[config.mk]
export PLATFORM = sky130hd
export DESIGN_NAME = first_fit_heap_allocator_core
export DESIGN_NICKNAME = d
export VERILOG_FILES = /design/src/ffha_pkg.sv /design/src/ffha_alu.sv /design/src/ffha_table.sv /design/src/first_fit_heap_allocator_core.sv
export SDC_FILE = /design/constraint.sdc
export NUM_CORES = 1
export LEC_CHECK = 0
export ABC_AREA = 1
export BUFFER_PORTS_ARGS = -buffer_cell sky130_fd_sc_hd__buf_2
export CAP_MARGIN = 20
export CORE_MARGIN = 2
export CORE_UTILIZATION = 35
export DETAILED_ROUTE_END_ITERATION = 8
export GPL_TIMING_DRIVEN = 0
export PLACE_DENSITY = 0.52
export SYNTH_ARGS = -nofsm -noshare
export SYNTH_HDL_FRONTEND = slang
export SYNTH_SLANG_ARGS = --single-unit
[constraint.sdc]
create_clock -name i_clk -period 14.56 [get_ports i_clk]
set_input_delay 1.456 -clock i_clk [delete_from_list [all_inputs] [get_ports i_clk]]
set_output_delay 1.456 -clock i_clk [all_outputs]
set_load 0.1 [all_outputs]
[src/ffha_pkg.sv]
// Package of the first-fit heap allocator: widths, codes, payload types and
// the sequencer state type. Depends on nothing.
package ffha_pkg;

    localparam int MAX_CHUNKS = 16;
    localparam int IDX_W      = $clog2(MAX_CHUNKS);
    localparam int CNT_W      = $clog2(MAX_CHUNKS + 1);
    localparam int ADDR_W     = 30;
    localparam int HEAP_W     = 31;
    localparam int HDR_W      = 8;
    localparam int CFG_IDX_W  = 8;

    localparam logic [HEAP_W-1:0] HEAP_LIMIT     = HEAP_W'(32'h3FFF_FFFF);
    localparam logic [HEAP_W-1:0] HEAP_RESET     = HEAP_W'(32'h4000_0000);
    localparam logic [HDR_W-1:0]  HEADER_RESET   = HDR_W'(32);

    localparam logic [CFG_IDX_W-1:0] CFG_HEAP_BYTES   = CFG_IDX_W'(0);
    localparam logic [CFG_IDX_W-1:0] CFG_HEADER_BYTES = CFG_IDX_W'(1);

    localparam logic ACT_ALLOC = 1'b0;
    localparam logic ACT_FREE  = 1'b1;

    typedef enum logic [1:0] {
        ST_OK         = 2'd0,
        ST_NO_FIT     = 2'd1,
        ST_TABLE_FULL = 2'd2,
        ST_NOT_BLOCK  = 2'd3
    } t_status;

    typedef struct packed {
        logic              action;
        logic [ADDR_W-1:0] request_size;
        logic [ADDR_W-1:0] block_address;
    } t_in_item;

    typedef struct packed {
        logic [ADDR_W-1:0] address;
        t_status           status;
    } t_out_item;

    typedef struct packed {
        logic [ADDR_W-1:0] off;
        logic [ADDR_W-1:0] size;
        logic              busy;
    } t_chunk;

    typedef struct packed {
        logic             en_off;
        logic             en_size;
        logic             en_busy;
        logic [IDX_W-1:0] idx;
        t_chunk           data;
    } t_tbl_wr;

    typedef enum logic [3:0] {
        S_IDLE,
        S_INIT,
        S_KEY,
        S_SCAN,
        S_FSCAN,
        S_CHKREM,
        S_SHIFT,
        S_DOFF,
        S_NEWOFF,
        S_NEWSIZE,
        S_FINISH
    } t_state;

endpackage

[src/ffha_alu.sv]
// Shared add/subtract unit of the heap allocator sequencer.
// Depends on ffha_pkg.
module ffha_alu (
    input  logic [ffha_pkg::HEAP_W-1:0] i_a,
    input  logic [ffha_pkg::HEAP_W-1:0] i_b,
    input  logic                        i_sub,
    output logic [ffha_pkg::HEAP_W-1:0] o_result,
    output logic                        o_borrow
);
    import ffha_pkg::*;

    logic [HEAP_W:0] w_sum;

    // Subtraction is a plus the inverted b plus one; the carry out is the
    // inverse of the borrow.
    assign w_sum    = {1'b0, i_a} + {1'b0, (i_sub ? ~i_b : i_b)}
                    + {{HEAP_W{1'b0}}, i_sub};
    assign o_result = w_sum[HEAP_W-1:0];
    assign o_borrow = i_sub & ~w_sum[HEAP_W];

endmodule

[src/ffha_table.sv]
// Chunk table of the heap allocator: offset, size and busy mark per entry,
// one write port and one read port. Depends on ffha_pkg.
module ffha_table (
    input  logic                       i_clk,
    input  ffha_pkg::t_tbl_wr          i_wr,
    input  logic [ffha_pkg::IDX_W-1:0] i_rd_idx,
    output ffha_pkg::t_chunk           o_rd
);
    import ffha_pkg::*;

    logic [ADDR_W-1:0] r_off  [MAX_CHUNKS];
    logic [ADDR_W-1:0] r_size [MAX_CHUNKS];
    logic              r_busy [MAX_CHUNKS];

    always_ff @(posedge i_clk) begin
        if (i_wr.en_off) begin
            r_off[i_wr.idx] <= i_wr.data.off;
        end
        if (i_wr.en_size) begin
            r_size[i_wr.idx] <= i_wr.data.size;
        end
        if (i_wr.en_busy) begin
            r_busy[i_wr.idx] <= i_wr.data.busy;
        end
    end

    assign o_rd.off  = r_off[i_rd_idx];
    assign o_rd.size = r_size[i_rd_idx];
    assign o_rd.busy = r_busy[i_rd_idx];

endmodule

[src/first_fit_heap_allocator_core.sv]
// Top level of the first-fit heap allocator: sequencer, configuration
// registers and result register. Depends on ffha_pkg, ffha_alu, ffha_table.
//
//  Channel | Direction | Handshake                  | Payload
//  --------+-----------+----------------------------+------------------------------
//  in      | input     | i_in_valid / o_in_ready    | i_in_data  (t_in_item)
//  out     | output    | o_out_valid / i_out_ready  | o_out_data (t_out_item)
//  cfg     | input     | i_cfg_valid / o_cfg_ready  | i_cfg_index, i_cfg_data
//
// One beat is worked on at a time by a sequencer around a single add/subtract
// unit. An allocate walks the table entries (up to MAX_CHUNKS) for the first
// free chunk that fits; a split also moves later entries up to open a slot,
// while a whole-chunk grant or a table-full result moves none. A miss walks
// every entry plus one end check. The first allocate after reset also sets
// the heap up. A free walks the table for a matching block, and ends at once
// before the heap is set up.
// Reset is synchronous and active low; it empties the table logically and
// restores the register defaults. The table contents themselves are not reset.
// The result register lets the next beat be accepted while a result waits;
// the sequencer only stalls at its last step if that register is still full.
module first_fit_heap_allocator_core (
    input  logic                           i_clk,
    input  logic                           i_rst_n,
    input  logic                           i_in_valid,
    output logic                           o_in_ready,
    input  ffha_pkg::t_in_item             i_in_data,
    output logic                           o_out_valid,
    input  logic                           i_out_ready,
    output ffha_pkg::t_out_item            o_out_data,
    input  logic                           i_cfg_valid,
    output logic                           o_cfg_ready,
    input  logic [ffha_pkg::CFG_IDX_W-1:0] i_cfg_index,
    input  logic [ffha_pkg::HEAP_W-1:0]    i_cfg_data
);
    import ffha_pkg::*;

    // Sequencer state and the item under work.
    t_state            r_state;
    t_state            n_state;
    t_in_item          r_item;
    t_status           r_status;
    logic [CNT_W-1:0]  r_idx;
    logic [CNT_W-1:0]  r_k;
    logic [CNT_W-1:0]  r_count;
    logic              r_started;
    logic              r_split;
    logic [ADDR_W-1:0] r_rem;
    logic [ADDR_W-1:0] r_key;
    logic [ADDR_W-1:0] r_res_addr;

    // Configuration registers.
    logic [HEAP_W-1:0] r_heap_bytes;
    logic [HDR_W-1:0]  r_header_bytes;

    // Result register.
    logic              r_out_valid;
    t_out_item         r_out;

    // Datapath wires.
    logic [HEAP_W-1:0] w_a;
    logic [HEAP_W-1:0] w_b;
    logic              w_sub;
    logic [HEAP_W-1:0] w_res;
    logic              w_borrow;
    logic [HEAP_W-1:0] w_heap_c;
    logic [HEAP_W-1:0] w_hdr_ext;
    logic [IDX_W-1:0]  w_rd_idx;
    t_chunk            w_rd;
    t_tbl_wr           w_wr;
    logic              w_accept;
    logic              w_at_end;
    logic              w_fit;
    logic              w_match;
    logic              w_full;
    logic              w_shift_done;
    logic              w_out_free;

    assign o_in_ready  = (r_state == S_IDLE);
    assign o_cfg_ready = 1'b1;
    assign o_out_valid = r_out_valid;
    assign o_out_data  = r_out;

    assign w_accept     = i_in_valid && o_in_ready;
    assign w_heap_c     = (r_heap_bytes > HEAP_LIMIT) ? HEAP_LIMIT : r_heap_bytes;
    assign w_hdr_ext    = {{(HEAP_W-HDR_W){1'b0}}, r_header_bytes};
    assign w_at_end     = (r_idx == r_count);
    assign w_fit        = !w_rd.busy && !w_borrow;
    assign w_match      = (w_rd.off == r_key);
    assign w_full       = (r_count == CNT_W'(MAX_CHUNKS));
    assign w_shift_done = (r_k == r_idx + CNT_W'(1));
    assign w_out_free   = !r_out_valid || i_out_ready;

    // While entries are moved up, the table is read one below the slot written.
    assign w_rd_idx = (r_state == S_SHIFT) ? IDX_W'(r_k - CNT_W'(1)) : r_idx[IDX_W-1:0];

    ffha_alu u_alu (
        .i_a      (w_a),
        .i_b      (w_b),
        .i_sub    (w_sub),
        .o_result (w_res),
        .o_borrow (w_borrow)
    );

    ffha_table u_table (
        .i_clk    (i_clk),
        .i_wr     (w_wr),
        .i_rd_idx (w_rd_idx),
        .o_rd     (w_rd)
    );

    // Operand selection for the shared unit. Data offsets are compared by
    // turning the freed address back into a header offset once, so the walk
    // over the table needs only an equality test.
    always_comb begin
        w_a   = '0;
        w_b   = '0;
        w_sub = 1'b0;
        unique case (r_state)
            S_INIT: begin
                w_a   = w_heap_c;
                w_b   = w_hdr_ext;
                w_sub = 1'b1;
            end
            S_KEY: begin
                w_a   = {1'b0, r_item.block_address};
                w_b   = w_hdr_ext;
                w_sub = 1'b1;
            end
            S_SCAN: begin
                w_a   = {1'b0, w_rd.size};
                w_b   = {1'b0, r_item.request_size};
                w_sub = 1'b1;
            end
            S_CHKREM: begin
                w_a   = w_hdr_ext;
                w_b   = {1'b0, r_rem};
                w_sub = 1'b1;
            end
            S_DOFF: begin
                w_a = {1'b0, w_rd.off};
                w_b = w_hdr_ext;
            end
            S_NEWOFF: begin
                w_a = {1'b0, r_res_addr};
                w_b = {1'b0, r_item.request_size};
            end
            S_NEWSIZE: begin
                w_a   = {1'b0, r_rem};
                w_b   = w_hdr_ext;
                w_sub = 1'b1;
            end
            default: begin
                w_sub = 1'b0;
            end
        endcase
    end

    // Next-state logic.
    always_comb begin
        n_state = r_state;
        unique case (r_state)
            S_IDLE: begin
                if (w_accept) begin
                    if (i_in_data.action == ACT_ALLOC) begin
                        n_state = r_started ? S_SCAN : S_INIT;
                    end else begin
                        n_state = r_started ? S_KEY : S_FINISH;
                    end
                end
            end
            S_INIT:  n_state = S_SCAN;
            S_KEY:   n_state = S_FSCAN;
            S_SCAN: begin
                if (w_at_end) begin
                    n_state = S_FINISH;
                end else if (w_fit) begin
                    n_state = S_CHKREM;
                end
            end
            S_FSCAN: begin
                if (w_at_end || w_match) begin
                    n_state = S_FINISH;
                end
            end
            S_CHKREM: begin
                if (!w_borrow) begin
                    n_state = S_DOFF;
                end else if (w_full) begin
                    n_state = S_FINISH;
                end else begin
                    n_state = S_SHIFT;
                end
            end
            S_SHIFT: begin
                if (w_shift_done) begin
                    n_state = S_DOFF;
                end
            end
            S_DOFF:    n_state = r_split ? S_NEWOFF : S_FINISH;
            S_NEWOFF:  n_state = S_NEWSIZE;
            S_NEWSIZE: n_state = S_FINISH;
            S_FINISH: begin
                if (w_out_free) begin
                    n_state = S_IDLE;
                end
            end
            default:   n_state = S_IDLE;
        endcase
    end

    // Table writes for each step of the sequencer.
    always_comb begin
        w_wr      = '0;
        w_wr.idx  = r_idx[IDX_W-1:0];
        unique case (r_state)
            S_INIT: begin
                // One free chunk spanning the heap; a heap no larger than a
                // header leaves it empty.
                w_wr.en_off    = 1'b1;
                w_wr.en_size   = 1'b1;
                w_wr.en_busy   = 1'b1;
                w_wr.data.size = (w_borrow || (w_res == '0)) ? '0 : w_res[ADDR_W-1:0];
            end
            S_FSCAN: begin
                if (!w_at_end && w_match) begin
                    w_wr.en_busy = 1'b1;
                end
            end
            S_CHKREM: begin
                if (!w_borrow) begin
                    w_wr.en_busy   = 1'b1;
                    w_wr.data.busy = 1'b1;
                end else if (!w_full) begin
                    w_wr.en_size   = 1'b1;
                    w_wr.en_busy   = 1'b1;
                    w_wr.data.size = r_item.request_size;
                    w_wr.data.busy = 1'b1;
                end
            end
            S_SHIFT: begin
                if (!w_shift_done) begin
                    w_wr.en_off  = 1'b1;
                    w_wr.en_size = 1'b1;
                    w_wr.en_busy = 1'b1;
                    w_wr.idx     = r_k[IDX_W-1:0];
                    w_wr.data    = w_rd;
                end
            end
            S_NEWOFF: begin
                w_wr.en_off   = 1'b1;
                w_wr.en_busy  = 1'b1;
                w_wr.idx      = IDX_W'(r_idx + CNT_W'(1));
                w_wr.data.off = w_res[ADDR_W-1:0];
            end
            S_NEWSIZE: begin
                w_wr.en_size   = 1'b1;
                w_wr.idx       = IDX_W'(r_idx + CNT_W'(1));
                w_wr.data.size = w_res[ADDR_W-1:0];
            end
            default: begin
                w_wr.en_off = 1'b0;
            end
        endcase
    end

    // Control and payload registers.
    always_ff @(posedge i_clk) begin
        if (!i_rst_n) begin
            r_state        <= S_IDLE;
            r_count        <= '0;
            r_started      <= 1'b0;
            r_out_valid    <= 1'b0;
            r_heap_bytes   <= HEAP_RESET;
            r_header_bytes <= HEADER_RESET;
        end else begin
            r_state <= n_state;

            if (i_cfg_valid && o_cfg_ready) begin
                if (i_cfg_index == CFG_HEAP_BYTES) begin
                    r_heap_bytes <= i_cfg_data;
                end else if (i_cfg_index == CFG_HEADER_BYTES) begin
                    r_header_bytes <= i_cfg_data[HDR_W-1:0];
                end
            end

            case (r_state)
                S_IDLE: begin
                    if (w_accept) begin
                        r_item     <= i_in_data;
                        r_idx      <= '0;
                        r_res_addr <= '0;
                        r_status   <= (i_in_data.action == ACT_ALLOC) ? ST_NO_FIT
                                                                      : ST_NOT_BLOCK;
                    end
                end
                S_INIT: begin
                    r_count   <= CNT_W'(1);
                    r_started <= 1'b1;
                end
                S_KEY: begin
                    r_key <= w_res[ADDR_W-1:0];
                end
                S_SCAN: begin
                    if (!w_at_end) begin
                        if (w_fit) begin
                            r_rem <= w_res[ADDR_W-1:0];
                        end else begin
                            r_idx <= r_idx + CNT_W'(1);
                        end
                    end
                end
                S_FSCAN: begin
                    if (!w_at_end) begin
                        if (w_match) begin
                            r_status <= ST_OK;
                        end else begin
                            r_idx <= r_idx + CNT_W'(1);
                        end
                    end
                end
                S_CHKREM: begin
                    r_split  <= w_borrow;
                    r_k      <= r_count;
                    r_status <= (w_borrow && w_full) ? ST_TABLE_FULL : ST_OK;
                end
                S_SHIFT: begin
                    if (!w_shift_done) begin
                        r_k <= r_k - CNT_W'(1);
                    end
                end
                S_DOFF: begin
                    r_res_addr <= w_res[ADDR_W-1:0];
                end
                S_NEWSIZE: begin
                    r_count <= r_count + CNT_W'(1);
                end
                default: begin
                    r_k <= r_k;
                end
            endcase

            if ((r_state == S_FINISH) && w_out_free) begin
                r_out_valid    <= 1'b1;
                r_out.address  <= r_res_addr;
                r_out.status   <= r_status;
            end else if (i_out_ready) begin
                r_out_valid <= 1'b0;
            end
        end
    end

endmodule

Word-level counts from Yosys, hierarchy flattened
Memories as Yosys holds them, arrays and structs flattened.
Cells that the tools add are included.
{"block": "op_classes", "addsub": 5, "magnitude_cmp": 1, "n_eq_ne": 26, "muxes": 60, "bitwise_logic": 5, "n_reduce_logical": 39}
{"op": "$pmux 31 s7", "count": 1}
{"op": "$pmux 30 s2", "count": 2}
{"op": "$pmux 30 s4", "count": 1}
{"op": "$mux 31", "count": 3}
{"op": "$mux 30", "count": 3}
{"op": "$pmux 30 s3", "count": 1}
{"op": "$mux 68", "count": 1}
{"op": "$mux 4", "count": 11}
{"op": "$pmux 4 s11", "count": 1}
{"op": "$add 31x31->32", "count": 1}
{"op": "$add 32x1->32", "count": 1}
{"op": "$gt 31x30->1 const B", "count": 1}
{"op": "$logic_not 31->1", "count": 1}
{"op": "$not 30->31", "count": 1}
{"op": "$eq 30x30->1", "count": 1}
{"op": "$mux 5", "count": 6}
{"op": "$pmux 5 s2", "count": 2}
{"op": "$ne 2x2->1 const B", "count": 9}
{"op": "$eq 4x3->1 const B", "count": 4}
{"op": "$mux 2", "count": 8}
{"op": "$pmux 5 s3", "count": 1}
{"op": "$mux 1", "count": 13}
{"op": "$eq 4x4->1 const B", "count": 3}
{"op": "$reduce_and 3->1", "count": 4}
{"op": "other kinds (30)", "count": 56}
{"block": "totals", "regBits": 245, "ram_bits": 976, "inputBits": 105, "out_inout_bits": 35, "wordCells": 156, "n_memories": 3}
{"name": "u_table.r_off", "words": 16, "width": 30, "read_ports": 1, "rd_clocked_by_memory_dff": 0, "wr": 1, "line_no": "ffha_table.sv:11", "source": "logic [ADDR_W-1:0] r_off [MAX_CHUNKS];"}
{"name": "u_table.r_size", "words": 16, "width": 30, "read_ports": 1, "rd_clocked_by_memory_dff": 0, "wr": 1, "line_no": "ffha_table.sv:12", "source": "logic [ADDR_W-1:0] r_size [MAX_CHUNKS];"}
{"name": "u_table.r_busy", "words": 16, "width": 1, "read_ports": 1, "rd_clocked_by_memory_dff": 0, "wr": 1, "line_no": "ffha_table.sv:13", "source": "logic r_busy [MAX_CHUNKS];"}

Depth between registers and ports, before layout
{"block": "logic_depth", "depth_word": 14, "depth_mapped": 43, "mapped_depth_nobuf": 35}

Cells and area by module
Synthesis repeated with hierarchy kept, for this count alone.
{"block": "hier_totals", "hier_cells": 5838, "hier_area_um2": 56497.9}
{"module": "ffha_table", "instances": 1, "cells_each": 4010, "area_each_um2": 41791.3, "seq_area_each_um2": 29308.1}
{"module": "first_fit_heap_allocator_core", "instances": 1, "cells_each": 1287, "area_each_um2": 11999.0, "seq_area_each_um2": 6856.6}
{"module": "ffha_alu", "instances": 1, "cells_each": 541, "area_each_um2": 2707.6, "seq_area_each_um2": 0.0}

Least setup slack after synthesis
OpenSTA, ideal clock, no wires.
{"block": "synth_timing", "path_type": "reg-to-reg", "start": "register r_k[0]", "end": "register r_rem[0] (enable)", "setup_time_ns": 0.493, "t_arrival_ns": 7.119, "required_ns": 14.067, "path_slack_ns": 6.948, "path_stages_with_launch": 28, "path_buffers": 6, "period_less_slack_ns": 7.612, "cell_sequence": "edfxtp_1 -> inv_1 -> ha_1 -> inv_1 -> nand2_1 -> o21ai_4 -> buf_6 -> buf_6 -> buf_2 -> clkbuf_1 -> clkbuf_1 -> buf_1 -> nand3_1 -> nand3_1 -> nand3_1 -> nand3_1 -> o2111ai_1 -> ha_1 -> nand2_1 -> nor2_1 -> inv_1 -> nor4_1 -> nand2_1 -> nand2_1 -> nand2_1 -> nand2_2 -> nand2_1 -> nor4_1"}
{"block": "synth_between", "elab_chain_cells": 11, "elab_cells_between_ends": 14, "cone_classes": "add/sub: 3; mux: 2; bitwise: 2; reduce/logical: 4; memory: 3"}
{"item": "start: declaration", "line_no": "first_fit_heap_allocator_core.sv:43", "source": "logic [CNT_W-1:0] r_k;"}
{"item": "start signal: assignment", "line_no": "first_fit_heap_allocator_core.sv:323", "source": "r_k <= r_count;"}
{"item": "start signal: assignment", "line_no": "first_fit_heap_allocator_core.sv:328", "source": "r_k <= r_k - CNT_W'(1);"}
{"item": "start signal: assignment", "line_no": "first_fit_heap_allocator_core.sv:338", "source": "r_k <= r_k;"}
{"item": "$sub 5x1->5 *"}
{"item": "$mux 4 *", "line_no": "first_fit_heap_allocator_core.sv:94", "source": "assign w_rd_idx = (r_state == S_SHIFT) ? IDX_W'(r_k - CNT_W'(1)) : r_idx[IDX_W-1:0];"}
{"item": "$mem_v2 16x30 (on tied branches)"}
{"item": "$pmux 31 s7", "line_no": "first_fit_heap_allocator_core.sv:118", "source": "unique case (r_state)"}
{"item": "$add 31x31->32", "line_no": "ffha_alu.sv:16", "source": "assign w_sum = {1'b0, i_a} + {1'b0, (i_sub ? ~i_b : i_b)}"}
{"item": "$add 32x1->32", "line_no": "ffha_alu.sv:17", "source": "+ {{HEAP_W{1'b0}}, i_sub};"}
{"item": "$not 1->1", "line_no": "ffha_alu.sv:19", "source": "assign o_borrow = i_sub & ~w_sum[HEAP_W];"}
{"item": "$and 1x1->1", "line_no": "ffha_alu.sv:19"}
{"item": "$logic_not 1->1"}
{"item": "$logic_and 1x1->1 *", "line_no": "first_fit_heap_allocator_core.sv:87", "source": "assign w_fit = !w_rd.busy && !w_borrow;"}
{"item": "$reduce_and 4->1 (no source line) *"}
{"item": "end signal: assignment", "line_no": "first_fit_heap_allocator_core.sv:306", "source": "r_rem <= w_res[ADDR_W-1:0];"}
{"item": "end: declaration", "line_no": "first_fit_heap_allocator_core.sv:47", "source": "logic [ADDR_W-1:0] r_rem;"}
Mark *: on every way between the ends. The rest lies on a longest branch, timed or not.
A chain may end at the register's enable or synchronous reset.

==> impl_metrics.toml <==
[routing]
wl_per_cell_um = 27.8
wl_um = 203000
vias = 40000
route.detailed.drc = 0
drt-initial-drc-count = 4553
drtAntennaViolNets = 0
vias_per_cell = 5.48
dr.pass1.iters = 8

[global_route]
antenna_found_initial = 8
grt_usage_pct = 26.0
grt_pass1_vias = 37900
grt_pass1_wl_um = 283000
overflow = 0
grt_max_degree = 25

[power]
powerDensity_nw_per_um2 = 238
p_switching_uw = 6710
irDropWorstVdd_v = 0.000128
p_leak_uw = 0.0224
p_clk_share_pct = 22.5
pwr-share-seq_pct = 32.5
intPower_uw = 7970
combPwrFrac_pct = 45.0
switching_share_pct = 45.7

[sta]
finalCriticalPeriod_ns = 10.69
worst_slack_ns = 3.87
worstMarginPinSlew_ns = 1.16
finalCritPeriodShare_pct = 73.4
timing.clock.skew_ns = 0.0312
slew_viol_final = 0
rsz0062_at_grt = "no"
setup_tns_ns = 0
max_freq_mhz = 93.5
finalSetupViolCount = 0
max-slew-margin-rel_pct = 22.5
hold_viol_final = 0

[logic_synthesis]
netlist_instances = 4820
synth_edf_count = 1171
synthDominantCellAreaShare_pct = 66.4
netlist_area_sq_um = 53000
syn_nets = 4960
syn_avg_cell_area_sq_um = 11.0
synth-seq-cells = 1221
synthArstFlopShare_pct = 0
yosys-top-cells-count = "nand2_1 (1263), edfxtp_1 (1171), nand3_1 (1000), nor2_1 (291), inv_1 (199)"
yosysSeqAreaShare_pct = 68.3
yosys_warnings = 0
ys.flop_type = "edfxtp_1"
synth.most_common_cell = "nand2_1"
synth_cell_type_count = 55
synth_top_area_cell = "edfxtp_1"
synth_area_leaders = "edfxtp_1 (66%), nand3_1 (9.4%), nand2_1 (8.9%)"

[clocking]
cts_setup_buffers = 0
cts-resized-gates = 0
clock_latency_ns = 0.78
hold_buffers = 0
h-tree-depth = 4
cts-root-buf = "clkbuf_16"
cts.sinks = 1221
cts_buffer_depth = 3
cts_tree = "yes"
path_clk_slew_ns = 0.06
numCtsBuffers = 137

[setup_path]
worst_ep_required_time_ns = 14.83
critPathMaxStageDelay_ns = 0.84
cpMaxStageDelayCell = "clkbuf_1"
cp.depth = 36
critical_path_class = "flip-flop to flip-flop"
r2r_cells = 36
critical_path_arrival_ns = 10.96
cp-end-kind = "flip-flop"
critical_path_buf_inv_count = 8
cp_max_fo = 16
start_kind = "flip-flop"
worst_path_most_repeated_cell = "nand3_1"
cpLargestDelayFamily = "simple AND/OR/NAND/NOR gates"

[status]
outcome = "finished clean"

[hold_path]
holdPathStages = 0
hold_path_class = "flip-flop to flip-flop"

[final_layout]
area_growth_pct = 16.7
layout-drive-gt1-share_pct = 10.9
fin_util_pct = 41.2
finalNetCount = 5318
n_fill_cell = 14500

[floorplanning]
die-area_sq_um = 154000
pin_count = 140
die_w_um = 393
core_sq_um = 150000
die_height_um = 393
row_count = 142
initial_core_util_pct = 35.3

[placement]
pre_cts_slack_ns = 4.13
port-buffer-count = 138
place_hpwl_um = 147000
globalplace.congestion = 1.00

[flow_run]
maxCapViolCount = 0
[flip-flops by register name (all words and copies together) (netlist names), 16 cells and up]
name	flops
r_item	60
r_res_addr	30
u_table.r_off	480
o_out_data	32
u_table.r_size	480
r_rem	30
r_key	30
u_table.r_busy	16
r_heap_bytes	31
[power groups by stage]
stage | clock network (uW) | registers, uW | logic [uW]
final | 3300 | 4770 | 6610
after global routing | 3470 | 4790 | 6940
after CTS | 3340 | 4770 | 6420
after detailed placement | 0 | 4840 | 6400
after global placement | 0 | 4880 | 6200
after floorplan | 0 | 4810 | 3470
[layer usage]
layer  GRT usage [%]  part of all wire [%]
met3            5.47                   8.9
met5               0                 0.011
met1            34.8                    41
met2            41.1                    46
met4            10.5                   4.3
[final cells by class]
| cell class | instances | area, sq um | share of cell area (%) |
|---|---|---|---|
| Antenna cell | 2 | 5.00 | 0.00810 |
| Buffer | 265 | 1220 | 1.98 |
| Clock buffer | 183 | 3780 | 6.11 |
| Clock inverter | 59 | 398 | 0.644 |
| Inverter | 209 | 785 | 1.27 |
| Multi-Input combinational cell | 3125 | 15100 | 24.4 |
| Sequential cell | 1221 | 36200 | 58.5 |
| Tap cell | 2016 | 2520 | 4.08 |
| Timing Repair Buffer | 219 | 1850 | 2.99 |
[cells by family (layout without fill, tap and decap cells)]
logic type / after synthesis / after routing / synth area share (%)
AOI/OAI and AO/OA: 366 / 366 / 4.24
xor gates and xnor gates: 71 / 71 / 1.17
adders and majority gates: 35 / 35 / 0.841
buffers and inverters: 474 / 935 / 3.79
DFF: 1221 / 1221 / 68.3
other: 2 / 4 / 0.0142
and+or+nand+nor: 2651 / 2651 / 21.7
[final timing paths]
kind | from | to | slack (ns)
worst max register to register | r_state[2]$_SDFFE_PN0P_ | u_table.r_size[10][21]$_DFFE_PP_ | 3.87
worst min register to register | r_status[0]$_DFFE_PP_ | o_out_data[0]$_DFFE_PP_ | 0.42
worst min-delay path | r_status[0]$_DFFE_PP_ | o_out_data[0]$_DFFE_PP_ | 0.42
worst max-delay path | r_state[2]$_SDFFE_PN0P_ | u_table.r_size[10][21]$_DFFE_PP_ | 3.87
[cell usage in the layout (no fill, tap or decap), types with 36 or more instances in the layout]
cell       instances
nand2_1         1263
edfxtp_1        1171
nand3_1         1000
nor2_1           257
buf_2            200
inv_1            199
clkbuf_1         163
clkbuf_16        143
o21ai_0          127
o22ai_1           72
a21oi_1           70
xor2_1            55
dfxtp_1           50
buf_1             47
buf_4             47
nor2_4            36
[per-stage QoR]
stage                     hold WS [ns]  total power (uW)  area [sq um]  cells
final                            0.418             14700         61800   7299
after global routing             0.439             15200         61800   7297
after CTS                        0.418             14500         61700   7289
after detailed placement         0.405             11200         57600   7047
after global placement           0.413             11100         56200   6974
after floorplan                  0.400              8290         53000   4820
[worst register-to-register path, delay by kind of cell (launching register included)]
kind | cells | cell delay, ns
and+or+nand+nor | 23 | 4.25
buffers and inverters | 8 | 3.76
AOI/OAI and AO/OA | 3 | 0.73
xor gates and xnor gates | 1 | 0.65
DFF | 1 | 0.45
adders and majority gates | 1 | 0.35
Power figures use the tool's default switching activity.
